<file path="src/rtl/tlbpt_pkg.sv">
// Shared constants and result source codes for the TLB page table translator.
`timescale 1ns / 1ps

package tlbpt_pkg;

	// Default geometry
	localparam int TLB_ENTRIES_DEF = 16;
	localparam int PAGE_COUNT_DEF  = 256;
	localparam int FRAME_COUNT_DEF = 256;
	localparam int OFFSET_BITS_DEF = 8;

	// Fixed field widths
	localparam int ADDR_W = 16;
	localparam int CNT_W  = 32;

	// Where a translation came from
	typedef enum logic [1:0] {
		SRC_TLB     = 2'd0,
		SRC_TABLE   = 2'd1,
		SRC_LOAD    = 2'd2,
		SRC_NOFRAME = 2'd3
	} source_t;

endpackage

</file>
<file path="src/rtl/tlbpt_cell.sv">
// One TLB entry cell: holds a tag and frame, and forwards the search beat to its neighbor.
`timescale 1ns / 1ps

module tlbpt_cell #(
	parameter int  INDEX   = 0,
	parameter int  SLOT_W  = 4,
	parameter int  PAGE_W  = 8,
	parameter int  FRAME_W = 8,
	parameter type beat_t  = logic,
	parameter type fill_t  = logic
) (
	input  logic  clk,
	input  logic  arst_n,
	input  fill_t fill,
	input  beat_t beat_in,
	output beat_t beat_out
);

	logic               valid_q;
	logic [PAGE_W-1:0]  tag_q;
	logic [FRAME_W-1:0] frame_q;
	beat_t              beat_q;
	beat_t              beat_n;
	logic               match;
	logic               fill_here;

	assign fill_here = fill.en && (fill.slot == SLOT_W'(INDEX));
	assign match     = valid_q && (tag_q == beat_in.page);

	// Take the frame on the first match; keep an earlier cell's hit
	always_comb begin
		beat_n = beat_in;
		if (!beat_in.hit && match) begin
			beat_n.hit   = 1'b1;
			beat_n.frame = frame_q;
		end
	end

	// Advance the beat, set valid on fill
	always_ff @(posedge clk or negedge arst_n) begin
		if (!arst_n) begin
			valid_q <= 1'b0;
			beat_q  <= '0;
		end else begin
			beat_q <= beat_n;
			if (fill_here) begin
				valid_q <= 1'b1;
			end
		end
	end

	// Entry payload
	always_ff @(posedge clk) begin
		if (fill_here) begin
			tag_q   <= fill.page;
			frame_q <= fill.frame;
		end
	end

	assign beat_out = beat_q;

endmodule

</file>
<file path="src/rtl/tlbpt_page_table.sv">
// Page table memory with one read and one write port and a clearing pass after reset.
`timescale 1ns / 1ps

module tlbpt_page_table #(
	parameter int PAGE_COUNT = 256,
	parameter int PAGE_W     = 8,
	parameter int FRAME_W    = 8
) (
	input  logic               clk,
	input  logic               arst_n,
	input  logic               rd_en,
	input  logic [PAGE_W-1:0]  rd_addr,
	output logic               rd_valid,
	output logic [FRAME_W-1:0] rd_frame,
	input  logic               wr_en,
	input  logic [PAGE_W-1:0]  wr_addr,
	input  logic [FRAME_W-1:0] wr_frame,
	output logic               busy
);

	logic [FRAME_W:0]   table_mem [PAGE_COUNT];
	logic [FRAME_W:0]   rd_q;
	logic               busy_q;
	logic [PAGE_W-1:0]  clr_q;
	logic               we;
	logic [PAGE_W-1:0]  wa;
	logic [FRAME_W:0]   wd;

	// Clearing pass owns the write port until it finishes
	always_comb begin
		if (busy_q) begin
			we = 1'b1;
			wa = clr_q;
			wd = '0;
		end else begin
			we = wr_en;
			wa = wr_addr;
			wd = {1'b1, wr_frame};
		end
	end

	// Sweep every entry once after reset
	always_ff @(posedge clk or negedge arst_n) begin
		if (!arst_n) begin
			busy_q <= 1'b1;
			clr_q  <= '0;
		end else if (busy_q) begin
			if (clr_q == PAGE_W'(PAGE_COUNT - 1)) begin
				busy_q <= 1'b0;
			end
			clr_q <= clr_q + 1'b1;
		end
	end

	// Write port
	always_ff @(posedge clk) begin
		if (we) begin
			table_mem[wa] <= wd;
		end
	end

	// Registered read port
	always_ff @(posedge clk) begin
		if (rd_en) begin
			rd_q <= table_mem[rd_addr];
		end
	end

	assign rd_valid = rd_q[FRAME_W];
	assign rd_frame = rd_q[FRAME_W-1:0];
	assign busy     = busy_q;

endmodule

</file>
<file path="src/rtl/tlb_page_table_translator.sv">
// Top level: TLB cell chain, page table, and the translation sequencer.
// Each address passes the two-step page-number reduction, then its search beat walks the TLB
// cell chain one cell per cycle; a new address is taken only once the previous one is resolved,
// and resolving waits while an earlier result is still held and rsp_ready is low.
// Reset: asynchronous, active low; TLB and counters clear at once, then a clearing pass
// sweeps every page table entry while req_ready stays low.
`timescale 1ns / 1ps

module tlb_page_table_translator #(
	parameter int TLB_ENTRIES = tlbpt_pkg::TLB_ENTRIES_DEF,
	parameter int PAGE_COUNT  = tlbpt_pkg::PAGE_COUNT_DEF,
	parameter int FRAME_COUNT = tlbpt_pkg::FRAME_COUNT_DEF,
	parameter int OFFSET_BITS = tlbpt_pkg::OFFSET_BITS_DEF
) (
	input  logic        clk,
	input  logic        arst_n,
	input  logic        req_valid,
	output logic        req_ready,
	input  logic [15:0] virtual_address,
	output logic        rsp_valid,
	input  logic        rsp_ready,
	output logic [15:0] physical_address,
	output logic [1:0]  source,
	output logic [31:0] translation_count,
	output logic [31:0] fault_count,
	output logic [31:0] tlb_hit_count
);

	localparam int ADDR_W  = tlbpt_pkg::ADDR_W;
	localparam int CNT_W   = tlbpt_pkg::CNT_W;
	localparam int SLOT_W  = (TLB_ENTRIES > 1) ? $clog2(TLB_ENTRIES) : 1;
	localparam int PAGE_W  = $clog2(PAGE_COUNT);
	localparam int FRAME_W = $clog2(FRAME_COUNT);
	localparam int NF_W    = $clog2(FRAME_COUNT + 1);
	localparam int PN_W    = (OFFSET_BITS < ADDR_W) ? ADDR_W - OFFSET_BITS : 1;
	localparam int RCP_S   = PN_W + PAGE_W;
	localparam int PROD_W  = RCP_S + PN_W;
	localparam logic [PROD_W-1:0] RCP_M =
		PROD_W'(((64'd1 << RCP_S) + 64'(PAGE_COUNT) - 64'd1) / 64'(PAGE_COUNT));
	localparam logic [PN_W-1:0]   PAGE_K   = PN_W'(PAGE_COUNT);
	localparam logic [ADDR_W-1:0] OFF_MASK = ADDR_W'((32'd1 << OFFSET_BITS) - 1);

	typedef struct packed {
		logic               valid;
		logic               hit;
		logic [PAGE_W-1:0]  page;
		logic [FRAME_W-1:0] frame;
	} beat_t;

	typedef struct packed {
		logic               en;
		logic [SLOT_W-1:0]  slot;
		logic [PAGE_W-1:0]  page;
		logic [FRAME_W-1:0] frame;
	} fill_t;

	typedef enum logic [2:0] {
		ST_IDLE,
		ST_REDUCE,
		ST_FOLD,
		ST_LAUNCH,
		ST_SEARCH,
		ST_RESOLVE
	} state_t;

	state_t                state_q;
	logic [ADDR_W-1:0]     va_q;
	logic [ADDR_W-1:0]     rem_q;
	logic [PN_W-1:0]       quo_q;
	logic                  hit_q;
	logic [FRAME_W-1:0]    tfr_q;
	logic [NF_W-1:0]       next_free_q;
	logic [SLOT_W-1:0]     slot_q;
	logic                  rsp_valid_q;
	logic [ADDR_W-1:0]     phys_q;
	tlbpt_pkg::source_t    src_q;
	logic [CNT_W-1:0]      trans_q;
	logic [CNT_W-1:0]      faults_q;
	logic [CNT_W-1:0]      hits_q;

	beat_t                 links [TLB_ENTRIES+1];
	fill_t                 fill;
	logic [PAGE_W-1:0]     page;
	logic [PROD_W-1:0]     rcp_prod;
	logic [PN_W-1:0]       fold_sub;
	logic                  pt_valid;
	logic [FRAME_W-1:0]    pt_frame;
	logic                  pt_busy;
	logic                  pt_wr_en;
	logic                  out_free;
	logic                  do_resolve;
	logic                  frame_free;
	logic                  fault;
	logic [FRAME_W-1:0]    res_frame;
	logic [31:0]           phys_full;
	tlbpt_pkg::source_t    res_src;
	logic [SLOT_W-1:0]     slot_next;
	logic                  accept;

	assign page      = rem_q[PAGE_W-1:0];
	assign accept    = req_valid && req_ready;
	assign req_ready = (state_q == ST_IDLE) && !pt_busy;

	// Reduce the page number modulo the page count: reciprocal estimate, then fold back
	assign rcp_prod = PROD_W'(rem_q[PN_W-1:0]) * RCP_M;
	assign fold_sub = quo_q * PAGE_K;

	// Inject the search beat at the head of the chain
	always_comb begin
		links[0]       = '0;
		links[0].valid = (state_q == ST_LAUNCH);
		links[0].page  = page;
	end

	// Row of TLB cells
	for (genvar i = 0; i < TLB_ENTRIES; i++) begin : g_cell
		tlbpt_cell #(
			.INDEX   (i),
			.SLOT_W  (SLOT_W),
			.PAGE_W  (PAGE_W),
			.FRAME_W (FRAME_W),
			.beat_t  (beat_t),
			.fill_t  (fill_t)
		) u_cell (
			.clk      (clk),
			.arst_n   (arst_n),
			.fill     (fill),
			.beat_in  (links[i]),
			.beat_out (links[i+1])
		);
	end

	tlbpt_page_table #(
		.PAGE_COUNT (PAGE_COUNT),
		.PAGE_W     (PAGE_W),
		.FRAME_W    (FRAME_W)
	) u_table (
		.clk      (clk),
		.arst_n   (arst_n),
		.rd_en    (state_q == ST_LAUNCH),
		.rd_addr  (page),
		.rd_valid (pt_valid),
		.rd_frame (pt_frame),
		.wr_en    (pt_wr_en),
		.wr_addr  (page),
		.wr_frame (next_free_q[FRAME_W-1:0]),
		.busy     (pt_busy)
	);

	// Resolve the translation from TLB result and page table entry
	always_comb begin
		out_free   = !rsp_valid_q || rsp_ready;
		do_resolve = (state_q == ST_RESOLVE) && out_free;
		frame_free = (next_free_q != NF_W'(FRAME_COUNT));
		fault      = !hit_q && !pt_valid;
		if (hit_q) begin
			res_frame = tfr_q;
			res_src   = tlbpt_pkg::SRC_TLB;
		end else if (pt_valid) begin
			res_frame = pt_frame;
			res_src   = tlbpt_pkg::SRC_TABLE;
		end else if (frame_free) begin
			res_frame = next_free_q[FRAME_W-1:0];
			res_src   = tlbpt_pkg::SRC_LOAD;
		end else begin
			res_frame = next_free_q[FRAME_W-1:0];
			res_src   = tlbpt_pkg::SRC_NOFRAME;
		end
		phys_full = (32'(res_frame) << OFFSET_BITS) | 32'(va_q & OFF_MASK);
		pt_wr_en  = do_resolve && fault && frame_free;
		fill.en    = do_resolve && !hit_q && (pt_valid || frame_free);
		fill.slot  = slot_q;
		fill.page  = page;
		fill.frame = res_frame;
		slot_next = (slot_q == SLOT_W'(TLB_ENTRIES - 1)) ? '0 : slot_q + 1'b1;
	end

	// Sequencer, counters and result register
	always_ff @(posedge clk or negedge arst_n) begin
		if (!arst_n) begin
			state_q     <= ST_IDLE;
			va_q        <= '0;
			rem_q       <= '0;
			quo_q       <= '0;
			hit_q       <= 1'b0;
			tfr_q       <= '0;
			next_free_q <= '0;
			slot_q      <= '0;
			rsp_valid_q <= 1'b0;
			phys_q      <= '0;
			src_q       <= tlbpt_pkg::SRC_TLB;
			trans_q     <= '0;
			faults_q    <= '0;
			hits_q      <= '0;
		end else begin
			if (rsp_valid_q && rsp_ready) begin
				rsp_valid_q <= 1'b0;
			end
			unique case (state_q)
				ST_IDLE: begin
					if (accept) begin
						va_q    <= virtual_address;
						rem_q   <= virtual_address >> OFFSET_BITS;
						state_q <= ST_REDUCE;
					end
				end
				ST_REDUCE: begin
					// Hold the quotient estimate from the reciprocal product
					quo_q   <= rcp_prod[RCP_S +: PN_W];
					state_q <= ST_FOLD;
				end
				ST_FOLD: begin
					// Subtract the quotient's multiple to leave the wrapped page number
					rem_q   <= ADDR_W'(rem_q[PN_W-1:0] - fold_sub);
					state_q <= ST_LAUNCH;
				end
				ST_LAUNCH: begin
					state_q <= ST_SEARCH;
				end
				ST_SEARCH: begin
					if (links[TLB_ENTRIES].valid) begin
						hit_q   <= links[TLB_ENTRIES].hit;
						tfr_q   <= links[TLB_ENTRIES].frame;
						state_q <= ST_RESOLVE;
					end
				end
				ST_RESOLVE: begin
					if (out_free) begin
						rsp_valid_q <= 1'b1;
						src_q       <= res_src;
						phys_q      <= (res_src == tlbpt_pkg::SRC_NOFRAME) ? '0
							: phys_full[ADDR_W-1:0];
						if (trans_q != '1) begin
							trans_q <= trans_q + 1'b1;
						end
						if (hit_q && (hits_q != '1)) begin
							hits_q <= hits_q + 1'b1;
						end
						if (fault && (faults_q != '1)) begin
							faults_q <= faults_q + 1'b1;
						end
						if (fault && frame_free) begin
							next_free_q <= next_free_q + 1'b1;
						end
						if (fill.en) begin
							slot_q <= slot_next;
						end
						state_q <= ST_IDLE;
					end
				end
				default: begin
					state_q <= ST_IDLE;
				end
			endcase
		end
	end

	assign rsp_valid         = rsp_valid_q;
	assign physical_address  = phys_q;
	assign source            = src_q;
	assign translation_count = trans_q;
	assign fault_count       = faults_q;
	assign tlb_hit_count     = hits_q;

endmodule

</file>
<file path="config.mk">
export PLATFORM = sky130hd
export DESIGN_NAME = tlb_page_table_translator
export DESIGN_NICKNAME = d
export VERILOG_FILES = /design/src/rtl/tlbpt_pkg.sv /design/src/rtl/tlbpt_cell.sv /design/src/rtl/tlbpt_page_table.sv /design/src/rtl/tlb_page_table_translator.sv
export SDC_FILE = /design/constraint.sdc
export NUM_CORES = 2
export LEC_CHECK = 0
export ABC_AREA = 0
export BUFFER_PORTS_ARGS = -buffer_cell sky130_fd_sc_hd__buf_4
export CAP_MARGIN = 20
export CORE_MARGIN = 3
export CORE_UTILIZATION = 63
export DETAILED_ROUTE_END_ITERATION = 10
export PLACE_DENSITY_LB_ADDON = 0.3
export SLEW_MARGIN = 25
export SYNTH_ARGS = -nofsm -noshare
export SYNTH_HDL_FRONTEND = slang
export SYNTH_SLANG_ARGS = --single-unit
</file>
<file path="constraint.sdc">
create_clock -name clk -period 9.9 [get_ports clk]
set_clock_uncertainty 0.1 [all_clocks]
set_input_delay 0.99 -clock clk [delete_from_list [all_inputs] [get_ports clk]]
set_output_delay 0.99 -clock clk [all_outputs]
set_load 0.03 [all_outputs]
</file>
## Word-level counts from Yosys, hierarchy flattened

Memory sizes are Yosys's and may differ from the RTL's. A register that Yosys moved wholly into a read port is not among the register bits.
Index checks and enable logic that the tools add are counted.
W data, S select, Z words.

| cells by class | value |
|---|---|
| reductions and logical operators | 92 |
| add/subtract/negate cells | 6 |
| mux-type cells | 55 |
| bitwise gates (word level) | 2 |
| equal/unequal tests | 45 |

Operator list:

| operator | count |
|---|---|
| $mux W8 | 20 |
| $eq A8 B8 Y1 | 16 |
| $add A32 B1 Y32 const B | 3 |
| $ne A32 B32 Y1 const B | 3 |
| $logic_and A1 B1 Y1 | 59 |
| $eq A4 B4 Y1 const B | 8 |
| $mux W1 | 25 |
| $reduce_and A3 Y1 | 7 |
| $logic_not A1 Y1 | 19 |
| $pmux W3 S6 | 1 |
| $eq A4 B3 Y1 const B | 4 |
| $mux W16 | 1 |
| $or A16 B8 Y16 | 1 |
| $pmux W8 S2 | 1 |
| $add A9 B1 Y9 const B | 1 |
| $mux W3 | 3 |
| $mux W9 | 1 |
| $ne A9 B9 Y1 const B | 1 |
| $add A8 B1 Y8 const B | 1 |
| $eq A4 B2 Y1 const B | 2 |
| $eq A8 B8 Y1 const B | 1 |
| $eq A3 B2 Y1 const B | 2 |
| $eq A3 B3 Y1 const B | 2 |
| $reduce_and A2 Y1 | 3 |
| other kinds (12) | 15 |

| word-level totals | value |
|---|---|
| logic and storage cells | 327 |
| RAM bits | 2304 |
| memories | 1 |
| input bits | 20 |
| bits in registers | 717 |

Memories:

| name | words | width | rd ports | clocked after Yosys merged registers in | write ports | RTL line | text |
|---|---|---|---|---|---|---|---|
| u_table.table_mem | 256 | 9 | 1 | 1 | 1 | tlbpt_page_table.sv:21 | `logic [FRAME_W:0] table_mem [PAGE_COUNT];` |

## Depth between registers and ports, before layout

| depth | value |
|---|---|
| depth in word-level cells | 8 |
| gate-level depth with buffers | 12 |
| mapped depth without buffers | 7 |

## By module

Synthesis repeated with hierarchy kept, for this count alone.

| unflattened totals | value |
|---|---|
| cell total of the unflattened synthesis | 5891 |
| area, all modules | 116302.8 um2 |

By module, submodules not included:

| module | cells an instance | area each (um2) | times used |
|---|---|---|---|
| tlbpt_page_table | 4262 | 89906.2 | 1 |
| tlbpt_cell at g_cell[0].u_cell ... | 62 | 1186.1 | 7 |
| tlb_page_table_translator | 636 | 7423.4 | 1 |
| tlbpt_cell at g_cell[11].u_cell ... | 62 | 1187.4 | 4 |
| tlbpt_cell at g_cell[13].u_cell ... | 62 | 1183.6 | 4 |
| tlbpt_cell at g_cell[15].u_cell | 63 | 1186.1 | 1 |

## Worst setup path before layout

No wires, ideal clock.

| timing path | value |
|---|---|
| kind | flip-flop to flip-flop |
| start point | register u_table.busy_q (netlist: u_table.busy) |
| end point | memory u_table.table_mem[0][4] (netlist bit), data pin |
| required time | 8.348 ns |
| arrival time | 7.204 ns |
| period minus slack after synthesis | 8.756 ns |
| stages on the path, launching flop included | 5 |
| setup slack | 1.144 ns |
| buffers on the path | 3 |
| cells stage by stage | dfstp_2 > buf_2 > clkbuf_1 > buf_1 > nor2b_1 |

| on the way | value |
|---|---|
| cells in the longest elaborated chain, start to end | 1 |

Ends and longest elaborated chain:

| what | RTL line | text |
|---|---|---|
| start, declared | tlbpt_page_table.sv:23 | `logic busy_q;` |
| start signal, assigned | tlbpt_page_table.sv:45 | `busy_q <= 1'b1;` |
| start signal, assigned | tlbpt_page_table.sv:49 | `busy_q <= 1'b0;` |
| $mux W9 | tlbpt_page_table.sv:31 | `if (busy_q) begin` |
| via u_table.wd[4] | tlbpt_page_table.sv:27 | `logic [FRAME_W:0] wd;` |
| end, declared | tlbpt_page_table.sv:21 |  |

The timed path passes the listed nets, and every way through them passes these cells.

==> run metrics <==
status=finished clean; Pwr per Cell Area=192 nW/µm²; unrepaired setup endpoints after global routing=no; max_cap viols=0; count of cell types in the netlist=85; most frequent cells in the layout=edfxtp_1 (2569), dfrtp_1 (454), mux4_2 (438), clkbuf_16 (315), nor2_1 (306); r2r startpoint=rem_q[0]; number of global-route vias before repair=59763; hpwl dp=156 mm; top_reg_cell synth=edfxtp_1; grt met1 use=40.0%; clock buffer depth=4; Worst Tran Pin Value=1.12 ns; area delta synth->final=11.0%; final hold vios=0; final wirelength=268 mm; Num Clock Sinks=3030; clock slew at reported path FFs=0.06 ns; antenna violations before repair=5; chip width=436 µm; synthesized instance count=5927; drt pass-1 iters=7; post-route design area=129000 µm²; Post-route DRC=0; CP Data Arrival Time=5.87 ns; TritonCTS clock tree=yes; hold path start=virtual_address[4]; share of cells above drive strength 1=22.2%; commonest non-fill, non-tap cell in the layout=edfxtp_1; Min Hold Slack=0.205 ns; CTS Root Buffer Type=clkbuf_16; Slew Viols, Final=0; starting density of the core=63.5%; Post-Syn Nets=5957; number of port buffers=135; total CTS buffers=307; IO Pins=136; multi-input logic area=25700 µm²; Critical Path, Cell by Cell=buf_12, buf_16, buf_4, mux4_2, a22o_1, a221oi_1, o22ai_1, nor3_1, nor4_1; Filler Cells Inserted=10577; gr busiest metal=met2; vias per cell=6.69; final setup fails=0; row count=157; Vias=59401; sequential area share after synthesis=76.2%; dpl cell area=119000 µm²; first-iteration detailed-routing DRC count=7811; Pleak=47.5 nW; Total Routing Usage GR=28.4%; minimum clock period=5.37 ns; first-pass GRT wire length=399 mm; Synth Cell Area=116000 µm²; hold depth=2; nature of the critical path startpoint=flop; WL per Instance=30.2 µm; cts repair resizes=0; final cycle utilization of the critical path=54.2%; CP max-delay cell=dfrtp_4; Core Box Area=183000 µm²; gpl congestion=0.902; setup_tns=0 ns; asr flop ratio synth=15.2%; Worst path max stage delay=0.86 ns; Worst Hold End=va_q[4]; fmax=186 MHz; met3 Usage GRT=5.77%; reg2reg end=u_table.rd_q[1]; Skew-Pair Late Insertion Delay=0.94 ns; crit-path max FO=88; FF-to-FF path depth=9; CP startpoint=rem_q[0]; postcts setup bufs=0; Worst Hold Class=in2reg; Worst Setup Path Type=reg2reg; CP required=10.40 ns; post-route ant nets=0; Die H=436 µm; r2r setup slk=4.53 ns; met2 usage=44.3%; total number of yosys warnings=0; maximum vdd drop=0.000172 V; Post-synth EDFFs=2569; pin count of the biggest net entering global routing=257; Register Area=88700 µm²; Overflow after GRT=0; Syn Area/Cell=19.6 µm²; Synth Register Bits=3030; crit end category=flop; relative slew slack=24.7%; die area=190000 µm²; H-tree Lvls=5; Final nets=6220
sequential cells by signal, indices dropped and copies added (netlist names), 16 cells and up:
name / cells
physical_address: 16
fault_count: 32
u_table.table_mem: 2304
g_cell.u_cell.tag_q: 128
g_cell.u_cell.frame_q: 128
g_cell.u_cell.beat_out: 280
tlb_hit_count: 32
translation_count: 32
g_cell.u_cell.valid_q: 16
critical path: cells and delay by family (launching register included):
| kind | cells | cell delay (ns) |
|---|---|---|
| AOI/OAI and AO/OA | 3 | 0.87 |
| muxes | 1 | 0.60 |
| and+or+nand+nor | 2 | 0.71 |
| DFF | 1 | 0.86 |
| buffers and inverters | 3 | 1.56 |
through the flow:
step | setup WS, ns | utilization (%) | instances | power, mW
finish | 4.53 | 70.5 | 8877 | 24.8
global route | 4.14 | 70.5 | 8874 | 25.4
CTS | 4.62 | 70.3 | 8869 | 24.9
detailed placement | 4.67 | 65.2 | 8340 | 14.0
global placement | 4.38 | 65.1 | 8337 | 14.0
floorplan | 1.14 | - | 5927 | 13.9
what timing repair did:
item	4_1_cts	5_1_grt
hold endpoints to repair	72	0
setup endpoints to repair	0	0
hold buffers	1	0
how the worst max path moves through the flow:
stage / endpoint / cells past startpoint
2_1_floorplan: u_table.table_mem[0][4] / 4
3_3_place_gp: u_table.rd_q[8] / 7
3_5_place_dp: u_table.rd_q[1] / 8
4_1_cts: u_table.rd_q[1] / 8
5_1_grt: u_table.rd_q[1] / 9
6_report: u_table.rd_q[1] / 9
cells in the mapped netlist (35+ instances only):
cell type / n / area (µm²)
clkbuf_1: 87 / 327
dfrtp_1: 460 / 11500
nand3_1: 83 / 415
xor2_1: 54 / 473
nand4_1: 48 / 300
mux2_2: 190 / 2140
nor2_1: 330 / 1240
xnor2_1: 182 / 1590
nand2_1: 172 / 646
nor3_1: 49 / 245
o221ai_1: 44 / 385
edfxtp_1: 2569 / 77100
a22oi_1: 115 / 863
mux2i_1: 173 / 1730
buf_4: 49 / 368
o21ai_0: 41 / 205
nor4_1: 35 / 219
a21oi_1: 100 / 500
buf_2: 57 / 285
mux4_2: 438 / 9860
o22ai_1: 75 / 469
buf_6: 55 / 619
layer usage:
| layer | wire [µm] | vias to the layer above |
|---|---|---|
| met5 | 13 | - |
| li1 | - | 24325 |
| met3 | 27100 | 672 |
| met1 | 100000 | 30799 |
| met4 | 12200 | 2 |
| met2 | 129000 | 3603 |
logic make-up (layout without fill, tap and decap cells):
| logic type | count (synthesis) | count (layout) | synth area share [%] |
|---|---|---|---|
| DFF | 3030 | 3030 | 76.2 |
| and+or+nand+nor | 940 | 940 | 4.09 |
| muxes | 829 | 829 | 12.4 |
| AOI/OAI and AO/OA | 559 | 559 | 3.40 |
| buffers and inverters | 323 | 805 | 1.94 |
| xor gates and xnor gates | 236 | 236 | 1.78 |
| adders and majority gates | 10 | 10 | 0.108 |
| other | 0 | 4 | 0 |
layout make-up:
cell class                      count  area share [%]
Clock inverter                    138           0.954
Timing Repair Buffer              242            1.59
Sequential cell                  3030            68.7
Inverter                           35           0.108
Tap cell                         2464            2.39
Clock buffer                      390            6.38
Antenna cell                        4         0.00775
Multi-Input combinational cell   2574            19.9
report_power, final:
| group | internal, mW | leakage (nW) | total (mW) | switching [mW] |
|---|---|---|---|---|
| Clock | 6.44 | 4.64 | 11.1 | 4.65 |
| Combinational | 0.00829 | 8.23 | 0.0468 | 0.0385 |
| Sequential | 13.7 | 34.7 | 13.7 | 0.0000000000000000211 |
Note: power is estimated with default switching activity, not from simulation.
